===== src/hw/rtl/ecal_pkg.sv =====
`default_nettype none
// ----------------------------------------------------------------------------
// Epoch calendar package
// Constants, reciprocal multipliers, month tables and pipeline control type
// shared by the seconds-to-calendar converter.
// ----------------------------------------------------------------------------
package ecal_pkg;

  localparam int NumStages = 6;

  localparam logic [31:0] LimitSeconds = 32'd4102444800;
  localparam logic [16:0] SecsPerDay   = 17'd86400;
  localparam logic [10:0] DaysPerCycle = 11'd1461;
  localparam logic [11:0] SecsPerHour  = 12'd3600;
  localparam logic [5:0]  SecsPerMin   = 6'd60;
  localparam logic [11:0] BaseYear     = 12'd1970;

  localparam logic [8:0] DaysYear0 = 9'd365;
  localparam logic [9:0] DaysYear1 = 10'd730;
  localparam logic [10:0] DaysYear2 = 11'd1096;

  // Division by 86400 is a shift by 7 followed by a reciprocal of 675.
  localparam int          DayPreShift = 7;
  localparam logic [25:0] DayRecip    = 26'd50903317;
  localparam int          DayShift    = 35;

  localparam logic [16:0] CycleRecip = 17'd91868;
  localparam int          CycleShift = 27;

  localparam logic [17:0] HourRecip = 18'd149131;
  localparam int          HourShift = 29;

  localparam logic [12:0] MinRecip = 13'd4370;
  localparam int          MinShift = 18;

  localparam logic [8:0] MonthStartNormal [12] = '{
    9'd0, 9'd31, 9'd59, 9'd90, 9'd120, 9'd151,
    9'd181, 9'd212, 9'd243, 9'd273, 9'd304, 9'd334
  };
  localparam logic [8:0] MonthStartLeap [12] = '{
    9'd0, 9'd31, 9'd60, 9'd91, 9'd121, 9'd152,
    9'd182, 9'd213, 9'd244, 9'd274, 9'd305, 9'd335
  };

  typedef struct packed {
    logic [NumStages-1:0] load;
  } ecal_ctrl_t;

  function automatic logic [8:0] month_start(input logic leap, input logic [3:0] idx);
    logic [8:0] res;
    res = 9'd0;
    if (idx < 4'd12) begin
      res = leap ? MonthStartLeap[idx] : MonthStartNormal[idx];
    end
    return res;
  endfunction

endpackage
`default_nettype wire


===== src/hw/rtl/ecal_day_split.sv =====
`default_nettype none
// ----------------------------------------------------------------------------
// Epoch calendar day split
// Two stages: whole days by reciprocal multiplication, then the second of the
// day by subtracting the day start.
// ----------------------------------------------------------------------------
module ecal_day_split (
  input  wire logic               clk_i,
  input  wire ecal_pkg::ecal_ctrl_t ctrl_i,
  input  wire logic [31:0]        epoch_seconds_i,
  output logic [15:0]             days_o,
  output logic [16:0]             sod_o
);

  logic [50:0] day_prod;
  logic [15:0] days1_q;
  logic [31:0] secs1_q;
  logic [15:0] days2_q;
  logic [16:0] sod2_q;
  logic [31:0] day_base;

  assign day_prod = 51'(epoch_seconds_i[31:ecal_pkg::DayPreShift]) *
                    51'(ecal_pkg::DayRecip);
  assign day_base = 32'(days1_q) * 32'(ecal_pkg::SecsPerDay);

  always_ff @(posedge clk_i) begin
    if (ctrl_i.load[0]) begin
      days1_q <= day_prod[ecal_pkg::DayShift +: 16];
      secs1_q <= epoch_seconds_i;
    end
    if (ctrl_i.load[1]) begin
      days2_q <= days1_q;
      sod2_q  <= 17'(secs1_q - day_base);
    end
  end

  assign days_o = days2_q;
  assign sod_o  = sod2_q;

endmodule
`default_nettype wire


===== src/hw/rtl/ecal_date.sv =====
`default_nettype none
// ----------------------------------------------------------------------------
// Epoch calendar date path
// Four stages: four-year cycle, year within the cycle, month search and day
// of month.
// ----------------------------------------------------------------------------
module ecal_date (
  input  wire logic                 clk_i,
  input  wire ecal_pkg::ecal_ctrl_t ctrl_i,
  input  wire logic [15:0]          days_i,
  output logic [11:0]               year_o,
  output logic [3:0]                month_o,
  output logic [4:0]                day_o
);

  logic [32:0] cyc_prod;
  logic [5:0]  cyc3_q;
  logic [15:0] days3_q;
  logic [10:0] rem;
  logic [5:0]  cyc4_q;
  logic [1:0]  yoff4_q;
  logic        leap4_q;
  logic [8:0]  yday4_q;
  logic [1:0]  yoff_d;
  logic        leap_d;
  logic [8:0]  yday_d;
  logic [3:0]  mon_d;
  logic [11:0] year5_q;
  logic [3:0]  mon5_q;
  logic        leap5_q;
  logic [8:0]  yday5_q;
  logic [11:0] year6_q;
  logic [3:0]  month6_q;
  logic [4:0]  day6_q;

  assign cyc_prod = 33'(days_i) * 33'(ecal_pkg::CycleRecip);
  assign rem = 11'(days3_q - 16'(cyc3_q) * 16'(ecal_pkg::DaysPerCycle));

  always_comb begin
    if (rem < 11'(ecal_pkg::DaysYear0)) begin
      yoff_d = 2'd0;
      leap_d = 1'b0;
      yday_d = 9'(rem);
    end else if (rem < 11'(ecal_pkg::DaysYear1)) begin
      yoff_d = 2'd1;
      leap_d = 1'b0;
      yday_d = 9'(rem - 11'(ecal_pkg::DaysYear0));
    end else if (rem < ecal_pkg::DaysYear2) begin
      yoff_d = 2'd2;
      leap_d = 1'b1;
      yday_d = 9'(rem - 11'(ecal_pkg::DaysYear1));
    end else begin
      yoff_d = 2'd3;
      leap_d = 1'b0;
      yday_d = 9'(rem - ecal_pkg::DaysYear2);
    end
  end

  always_comb begin
    mon_d = 4'd0;
    for (int i = 1; i < 12; i++) begin
      if (yday4_q >= ecal_pkg::month_start(leap4_q, 4'(i))) begin
        mon_d = 4'(i);
      end
    end
  end

  always_ff @(posedge clk_i) begin
    if (ctrl_i.load[2]) begin
      cyc3_q  <= cyc_prod[ecal_pkg::CycleShift +: 6];
      days3_q <= days_i;
    end
    if (ctrl_i.load[3]) begin
      cyc4_q  <= cyc3_q;
      yoff4_q <= yoff_d;
      leap4_q <= leap_d;
      yday4_q <= yday_d;
    end
    if (ctrl_i.load[4]) begin
      year5_q <= ecal_pkg::BaseYear + 12'({cyc4_q, yoff4_q});
      mon5_q  <= mon_d;
      leap5_q <= leap4_q;
      yday5_q <= yday4_q;
    end
    if (ctrl_i.load[5]) begin
      year6_q  <= year5_q;
      month6_q <= mon5_q + 4'd1;
      day6_q   <= 5'(yday5_q - ecal_pkg::month_start(leap5_q, mon5_q) + 9'd1);
    end
  end

  assign year_o  = year6_q;
  assign month_o = month6_q;
  assign day_o   = day6_q;

endmodule
`default_nettype wire


===== src/hw/rtl/ecal_tod.sv =====
`default_nettype none
// ----------------------------------------------------------------------------
// Epoch calendar time of day
// Four stages: hour, seconds within the hour, minute and second.
// ----------------------------------------------------------------------------
module ecal_tod (
  input  wire logic                 clk_i,
  input  wire ecal_pkg::ecal_ctrl_t ctrl_i,
  input  wire logic [16:0]          sod_i,
  output logic [4:0]                hour_o,
  output logic [5:0]                minute_o,
  output logic [5:0]                second_o
);

  logic [34:0] hour_prod;
  logic [4:0]  hour3_q;
  logic [16:0] sod3_q;
  logic [4:0]  hour4_q;
  logic [11:0] mos4_q;
  logic [24:0] min_prod;
  logic [4:0]  hour5_q;
  logic [5:0]  min5_q;
  logic [11:0] mos5_q;
  logic [4:0]  hour6_q;
  logic [5:0]  min6_q;
  logic [5:0]  sec6_q;

  assign hour_prod = 35'(sod_i) * 35'(ecal_pkg::HourRecip);
  assign min_prod  = 25'(mos4_q) * 25'(ecal_pkg::MinRecip);

  always_ff @(posedge clk_i) begin
    if (ctrl_i.load[2]) begin
      hour3_q <= hour_prod[ecal_pkg::HourShift +: 5];
      sod3_q  <= sod_i;
    end
    if (ctrl_i.load[3]) begin
      hour4_q <= hour3_q;
      mos4_q  <= 12'(sod3_q - 17'(hour3_q) * 17'(ecal_pkg::SecsPerHour));
    end
    if (ctrl_i.load[4]) begin
      hour5_q <= hour4_q;
      min5_q  <= min_prod[ecal_pkg::MinShift +: 6];
      mos5_q  <= mos4_q;
    end
    if (ctrl_i.load[5]) begin
      hour6_q <= hour5_q;
      min6_q  <= min5_q;
      sec6_q  <= 6'(mos5_q - 12'(min5_q) * 12'(ecal_pkg::SecsPerMin));
    end
  end

  assign hour_o   = hour6_q;
  assign minute_o = min6_q;
  assign second_o = sec6_q;

endmodule
`default_nettype wire


===== src/hw/rtl/epoch_seconds_to_calendar.sv =====
`default_nettype none
// ----------------------------------------------------------------------------
// Epoch seconds to calendar
// Converts seconds since 1970-01-01 00:00:00 into date and time of day, valid
// to the end of 2099, in a six-stage pipeline.
// ----------------------------------------------------------------------------
// Channel | Direction | Handshake          | Payload
// input   | in        | valid_i / stall_o  | epoch_seconds_i
// output  | out       | valid_o / stall_i  | year_o month_o day_o hour_o
//         |           |                    | minute_o second_o range_error_o
//
// One item may enter every cycle while stall_o is low; the depth is set by the
// chain of reciprocal multipliers.
// Reset clears the stage valid bits only.
// A stall on the output backs up only as far as the first empty stage, so
// bubbles are squeezed out and stall_o rises only when all stages are full.
// ----------------------------------------------------------------------------
module epoch_seconds_to_calendar (
  input  wire logic        clk_i,
  input  wire logic        rst_ni,
  input  wire logic        valid_i,
  output logic             stall_o,
  input  wire logic [31:0] epoch_seconds_i,
  output logic             valid_o,
  input  wire logic        stall_i,
  output logic [11:0]      year_o,
  output logic [3:0]       month_o,
  output logic [4:0]       day_o,
  output logic [4:0]       hour_o,
  output logic [5:0]       minute_o,
  output logic [5:0]       second_o,
  output logic             range_error_o
);

  localparam int N = ecal_pkg::NumStages;

  logic [N-1:0] valid_q;
  logic [N-1:0] rng_q;
  logic [N:0]   ready;
  logic [N-1:0] prev_valid;
  logic [N-1:0] prev_rng;
  ecal_pkg::ecal_ctrl_t ctrl;
  logic [15:0]  days;
  logic [16:0]  sod;
  logic [11:0]  year;
  logic [3:0]   month;
  logic [4:0]   day;
  logic [4:0]   hour;
  logic [5:0]   minute;
  logic [5:0]   second;

  always_comb begin
    ready[N] = !stall_i;
    for (int k = N - 1; k >= 0; k--) begin
      ready[k] = !valid_q[k] || ready[k+1];
    end
  end

  assign prev_valid = {valid_q[N-2:0], valid_i};
  assign prev_rng   = {rng_q[N-2:0], (epoch_seconds_i >= ecal_pkg::LimitSeconds)};
  assign ctrl.load  = ready[N-1:0] & prev_valid;
  assign stall_o    = !ready[0];

  always_ff @(posedge clk_i or negedge rst_ni) begin
    if (!rst_ni) begin
      valid_q <= '0;
    end else begin
      for (int k = 0; k < N; k++) begin
        if (ready[k]) begin
          valid_q[k] <= prev_valid[k];
        end
      end
    end
  end

  always_ff @(posedge clk_i) begin
    for (int k = 0; k < N; k++) begin
      if (ctrl.load[k]) begin
        rng_q[k] <= prev_rng[k];
      end
    end
  end

  ecal_day_split u_split (
    .clk_i           (clk_i),
    .ctrl_i          (ctrl),
    .epoch_seconds_i (epoch_seconds_i),
    .days_o          (days),
    .sod_o           (sod)
  );

  ecal_date u_date (
    .clk_i   (clk_i),
    .ctrl_i  (ctrl),
    .days_i  (days),
    .year_o  (year),
    .month_o (month),
    .day_o   (day)
  );

  ecal_tod u_tod (
    .clk_i    (clk_i),
    .ctrl_i   (ctrl),
    .sod_i    (sod),
    .hour_o   (hour),
    .minute_o (minute),
    .second_o (second)
  );

  assign valid_o       = valid_q[N-1];
  assign range_error_o = rng_q[N-1];
  assign year_o        = rng_q[N-1] ? '0 : year;
  assign month_o       = rng_q[N-1] ? '0 : month;
  assign day_o         = rng_q[N-1] ? '0 : day;
  assign hour_o        = rng_q[N-1] ? '0 : hour;
  assign minute_o      = rng_q[N-1] ? '0 : minute;
  assign second_o      = rng_q[N-1] ? '0 : second;

`ifndef SYNTH
  a_stall_from_output : assert property (@(posedge clk_i) disable iff (!rst_ni)
    stall_o |-> stall_i)
    else $error("input stalled while output not stalled");

  a_month_range : assert property (@(posedge clk_i) disable iff (!rst_ni)
    (valid_o && !range_error_o) |-> (month_o >= 4'd1 && month_o <= 4'd12
                                     && day_o >= 5'd1 && year_o >= 12'd1970))
    else $error("date field out of range");

  a_time_range : assert property (@(posedge clk_i) disable iff (!rst_ni)
    valid_o |-> (hour_o < 5'd24 && minute_o < 6'd60 && second_o < 6'd60))
    else $error("time field out of range");

  a_full_when_stalled : assert property (@(posedge clk_i) disable iff (!rst_ni)
    stall_o |-> (valid_q == {N{1'b1}}))
    else $error("input stalled with an empty stage");
`endif

endmodule
`default_nettype wire

===== config.mk =====
export PLATFORM = sky130hd
export DESIGN_NAME = epoch_seconds_to_calendar
export DESIGN_NICKNAME = d
export VERILOG_FILES = /design/src/hw/rtl/ecal_pkg.sv /design/src/hw/rtl/ecal_day_split.sv /design/src/hw/rtl/ecal_date.sv /design/src/hw/rtl/ecal_tod.sv /design/src/hw/rtl/epoch_seconds_to_calendar.sv
export SDC_FILE = /design/constraint.sdc
export NUM_CORES = 2
export LEC_CHECK = 0
export CELL_PAD_IN_SITES_DETAIL_PLACEMENT = 1
export CELL_PAD_IN_SITES_GLOBAL_PLACEMENT = 1
export CORE_ASPECT_RATIO = 0.7
export CORE_MARGIN = 2
export CORE_UTILIZATION = 52
export DETAILED_ROUTE_END_ITERATION = 10
export DONT_BUFFER_PORTS = 1
export GPL_ROUTABILITY_DRIVEN = 0
export GPL_TIMING_DRIVEN = 0
export PLACE_DENSITY = 0.82
export RECOVER_POWER = 100
export SYNTH_ARGS = -nofsm -noshare
export SYNTH_HDL_FRONTEND = slang
export SYNTH_SLANG_ARGS = --single-unit

===== constraint.sdc =====
create_clock -name clk_i -period 15.85 [get_ports clk_i]
set_input_delay 3.17 -clock clk_i [delete_from_list [all_inputs] [get_ports clk_i]]
set_output_delay 3.17 -clock clk_i [all_outputs]
set_load 0.02 [all_outputs]

==> flow_summary_export.csv <==
group,metric,value,unit
global_routing,grt.total_usage,0.266,
worst_hold_path,hold_path.class,"flip-flop to flip-flop",
routing,drt-total-wl,79.0,mm
routing,antenna_left,0,
synthesis,synth_ff_type,"edfxtp_1",
timing,hold_violations,0,
cts,ctsHtreeMaxLevel,1,
die,die_h,208,um
job,drv_cap,6,
timing,timing.slew.headroom,-1.10,
place,portBuffers,0,
synthesis,netlist_area,31000,um2
cts,cts_tree,"done",
routing,first_pass_iters,5,
timing,setup_tns,0,ns
timing,fin_skew,0.0304,ns
worst_setup_path,timing_worst_setup_path_type,"input pin to flip-flop",
worst_setup_path,critPathMaxFanout,9,
cts,cts_root_buf,"clkbuf_16",
global_routing,grt_max_degree,41,
timing,fin_crit_sh,0.584,
layout,ff_latch_area,6700,um2
timing,setup_viol,0,
layout,drive_above_1_share,0.0191,
place,place_hpwl,66.2,mm
synthesis,synth_cell_type_count,74,
routing,vias,20181,
synthesis,synth_seq_area_share,0.216,
layout,fillers,6281,
routing,drt-wirelength-per-cell,21.4,um
die,core_area,58600,um2
routing,vias_per_cell,5.48,
die,start_util,0.529,
routing,drc,0,
die,fp.dieW,296,um
layout,finalInstanceArea,32900,um2
cts,holdBufCountCts,0,
worst_setup_path,cp-start-kind,"input pin",
synthesis,yosys_warnings,0,
timing,timing.fmax,108,MHz
die,fp.dieArea,61600,um2
layout,multi_input_area,21400,um2
synthesis,ys_top_cells_by_area,"ha_1 29%, fa_1 24%, edfxtp_1 21%, inv_1 8.9%, xnor2_1 2.1%",
place,dpl_cell_area,32100,um2
synthesis,ys_ff_latch,224,
cts,clk_pin_slew,0.07,ns
routing,drtIter0Drc,1008,
worst_setup_path,required,16.18,ns
synthesis,yosysTopAreaCell,"ha_1",
layout,area_growth,6.18,%
synthesis,syn_nets,3972,
global_routing,overflow,0,
outcome,violations,"max-capacitance violations, max-slew violations",
timing,worst_pin_slew,3.14,ns
die,rows,74,
global_routing,grt_pass1_vias,23682,
outcome,status,"finished with violations",
layout,final_nets,4003,
cts,clockBufferDepth,3,
die,ioPinCount,77,
cts,postCtsSetupBuffers,0,
worst_setup_path,end_kind,"flip-flop",
synthesis,avgSynthCellArea,11.0,um2
synthesis,synth_top_area_share,0.294,
timing,drv_slew,199,
cts,cts_buffers,27,
global_routing,grt_pass1_wl,129,mm
timing,rsz0062_at_grt,"no",
synthesis,synth_edf_count,218,
cts,post_cts_resized,0,
timing,fin_crit,9.25,ns
synthesis,synthCells,2830,
synthesis,synthArstFlopShare,0.0268,
worst_setup_path,critical_path_arrival,9.58,ns
global_routing,antenna_found_initial,1,
cts,clk_latency,0.58,ns
cts,clock-sinks,224,
cells in the final DEF (no fill, tap or decap), types with 13 or more instances in the layout:
cell type  synthesis  layout
nor2_1            56      56
ha_1             729     729
clkbuf_16          0      27
a21oi_1           89      89
nor2b_1           60      60
nor3_1            20      20
nand4_1           13      13
edfxtp_1         218     218
xnor2_1           75      75
o21ai_0           58      59
nand2_1           51      51
nand3_1           27      27
clkbuf_1          16      26
a21o_1            60      60
o21bai_1          14      14
o21a_1            16      16
fa_1             377     377
nand2b_1          19      19
xor2_1            34      34
inv_1            739     739
critical path, stage by stage:
cell and delay, ns:
ha_1 0.25, inv_1 0.11, fa_1 0.51, fa_1 0.52
inv_1 0.06, fa_1 0.50, inv_1 0.05, fa_1 0.48
fa_1 0.53, fa_1 0.55, inv_1 0.05, ha_1 0.39
o21a_1 0.19, o2111ai_1 0.20, or4_1 0.57, o211ai_1 0.46
o21ai_0 0.18, and2_0 0.22, o21ai_0 0.32, a21o_1 0.18
xor2_1 0.06
cell type report:
class | count | area share
Multi-Input combinational cell | 1847 | 0.651
Sequential cell | 224 | 0.203
Inverter | 739 | 0.0842
Tap cell | 798 | 0.0303
Clock buffer | 34 | 0.0216
Clock inverter | 16 | 0.00631
Buffer | 20 | 0.00251
Timing Repair Buffer | 2 | 0.000228
Antenna cell | 3 | 0.000228
cell usage after synthesis, types with 3 or more instances:
master	n
a2111oi_0	4
a211oi_1	7
a21boi_0	6
a21o_1	60
a21oi_1	89
a221o_1	3
a221oi_1	4
a311o_1	4
a31oi_1	6
and2_1	12
and3_1	4
and4_1	6
clkbuf_1	16
dfrtp_1	6
edfxtp_1	218
fa_1	377
ha_1	729
inv_1	739
mux2_2	3
mux2i_1	3
nand2_1	51
nand2b_1	19
nand3_1	27
nand4_1	13
nor2_1	56
nor2b_1	60
nor3_1	20
nor4_1	8
o2111ai_1	3
o211a_1	3
o211ai_1	8
o21a_1	16
o21ai_0	58
o21bai_1	14
o221ai_1	4
o22a_1	3
o22ai_1	4
o31a_1	4
o31ai_1	6
or2_2	5
or3_1	5
xnor2_1	75
xor2_1	34
worst paths after layout:
path,slack [ns],cells past startpoint,to,from
worst max register to register,9.08,18,u_tod.hour3_q[4]$_DFFE_PP_,u_split.sod_o[6]$_DFFE_PP_
max in group asynchronous,13.48,0,valid_q[0]$_DFFE_PN0N_,rst_ni
worst max-delay path,6.60,21,u_split.days1_q[10]$_DFFE_PP_,epoch_seconds_i[17]
min in group asynchronous,2.28,0,valid_q[1]$_DFFE_PN0P_,rst_ni
worst min register to register,0.41,0,rng_q[3]$_DFFE_PP_,rng_q[2]$_DFFE_PP_
worst min-delay path,0.41,0,rng_q[3]$_DFFE_PP_,rng_q[2]$_DFFE_PP_
state kept, by name, indices dropped and copies added (netlist names), 5 cells and up:
name and flops:
u_split.secs1_q 17, u_split.sod_o 17, u_split.days1_q 16, u_split.days_o 16, u_date.year5_q 12, u_date.year_o 12
u_tod.mos4_q 12, u_tod.sod3_q 12, u_date.days3_q 11, u_date.yday4_q 9, rng_q 6, u_date.cyc3_q 6
u_date.cyc4_q 6, u_tod.min5_q 6, u_tod.minute_o 6, u_tod.mos5_q 6, u_tod.second_o 6, valid_q 6
u_date.day_o 5, u_date.yday5_q 5, u_tod.hour3_q 5, u_tod.hour4_q 5, u_tod.hour5_q 5, u_tod.hour_o 5
kinds of logic after synthesis:
family          share of synthesized area
compound gates                     0.0703
simple gates                       0.0509
buf+inv                            0.0922
fa+ha+maj                           0.537
flops                               0.216
mux                               0.00254
xor+xnor                           0.0308
per-stage QoR:
stage	setup slack [ns]	hold WS, ns	utilization	cells
after CTS	6.64	0.421	0.563	3680
final	6.60	0.413	0.562	3683
after global routing	6.34	0.424	0.562	3680
after detailed placement	6.05	0.406	0.547	3630
after floorplan	6.96	0.400	-	2830
after global placement	6.21	0.401	0.546	3628
per-layer routing:
layer | wire length (um) | global-route usage | up-vias
li1 | - | - | 9333
met1 | 34100 | 0.348 | 10304
met2 | 39800 | 0.472 | 412
met3 | 3320 | 0.0359 | 132
met4 | 1730 | 0.0550 | 0
met5 | 0 | 0 | -
Power is not shown: default switching activity piles up to over one toggle a cycle in this logic, so the estimate is an artifact.
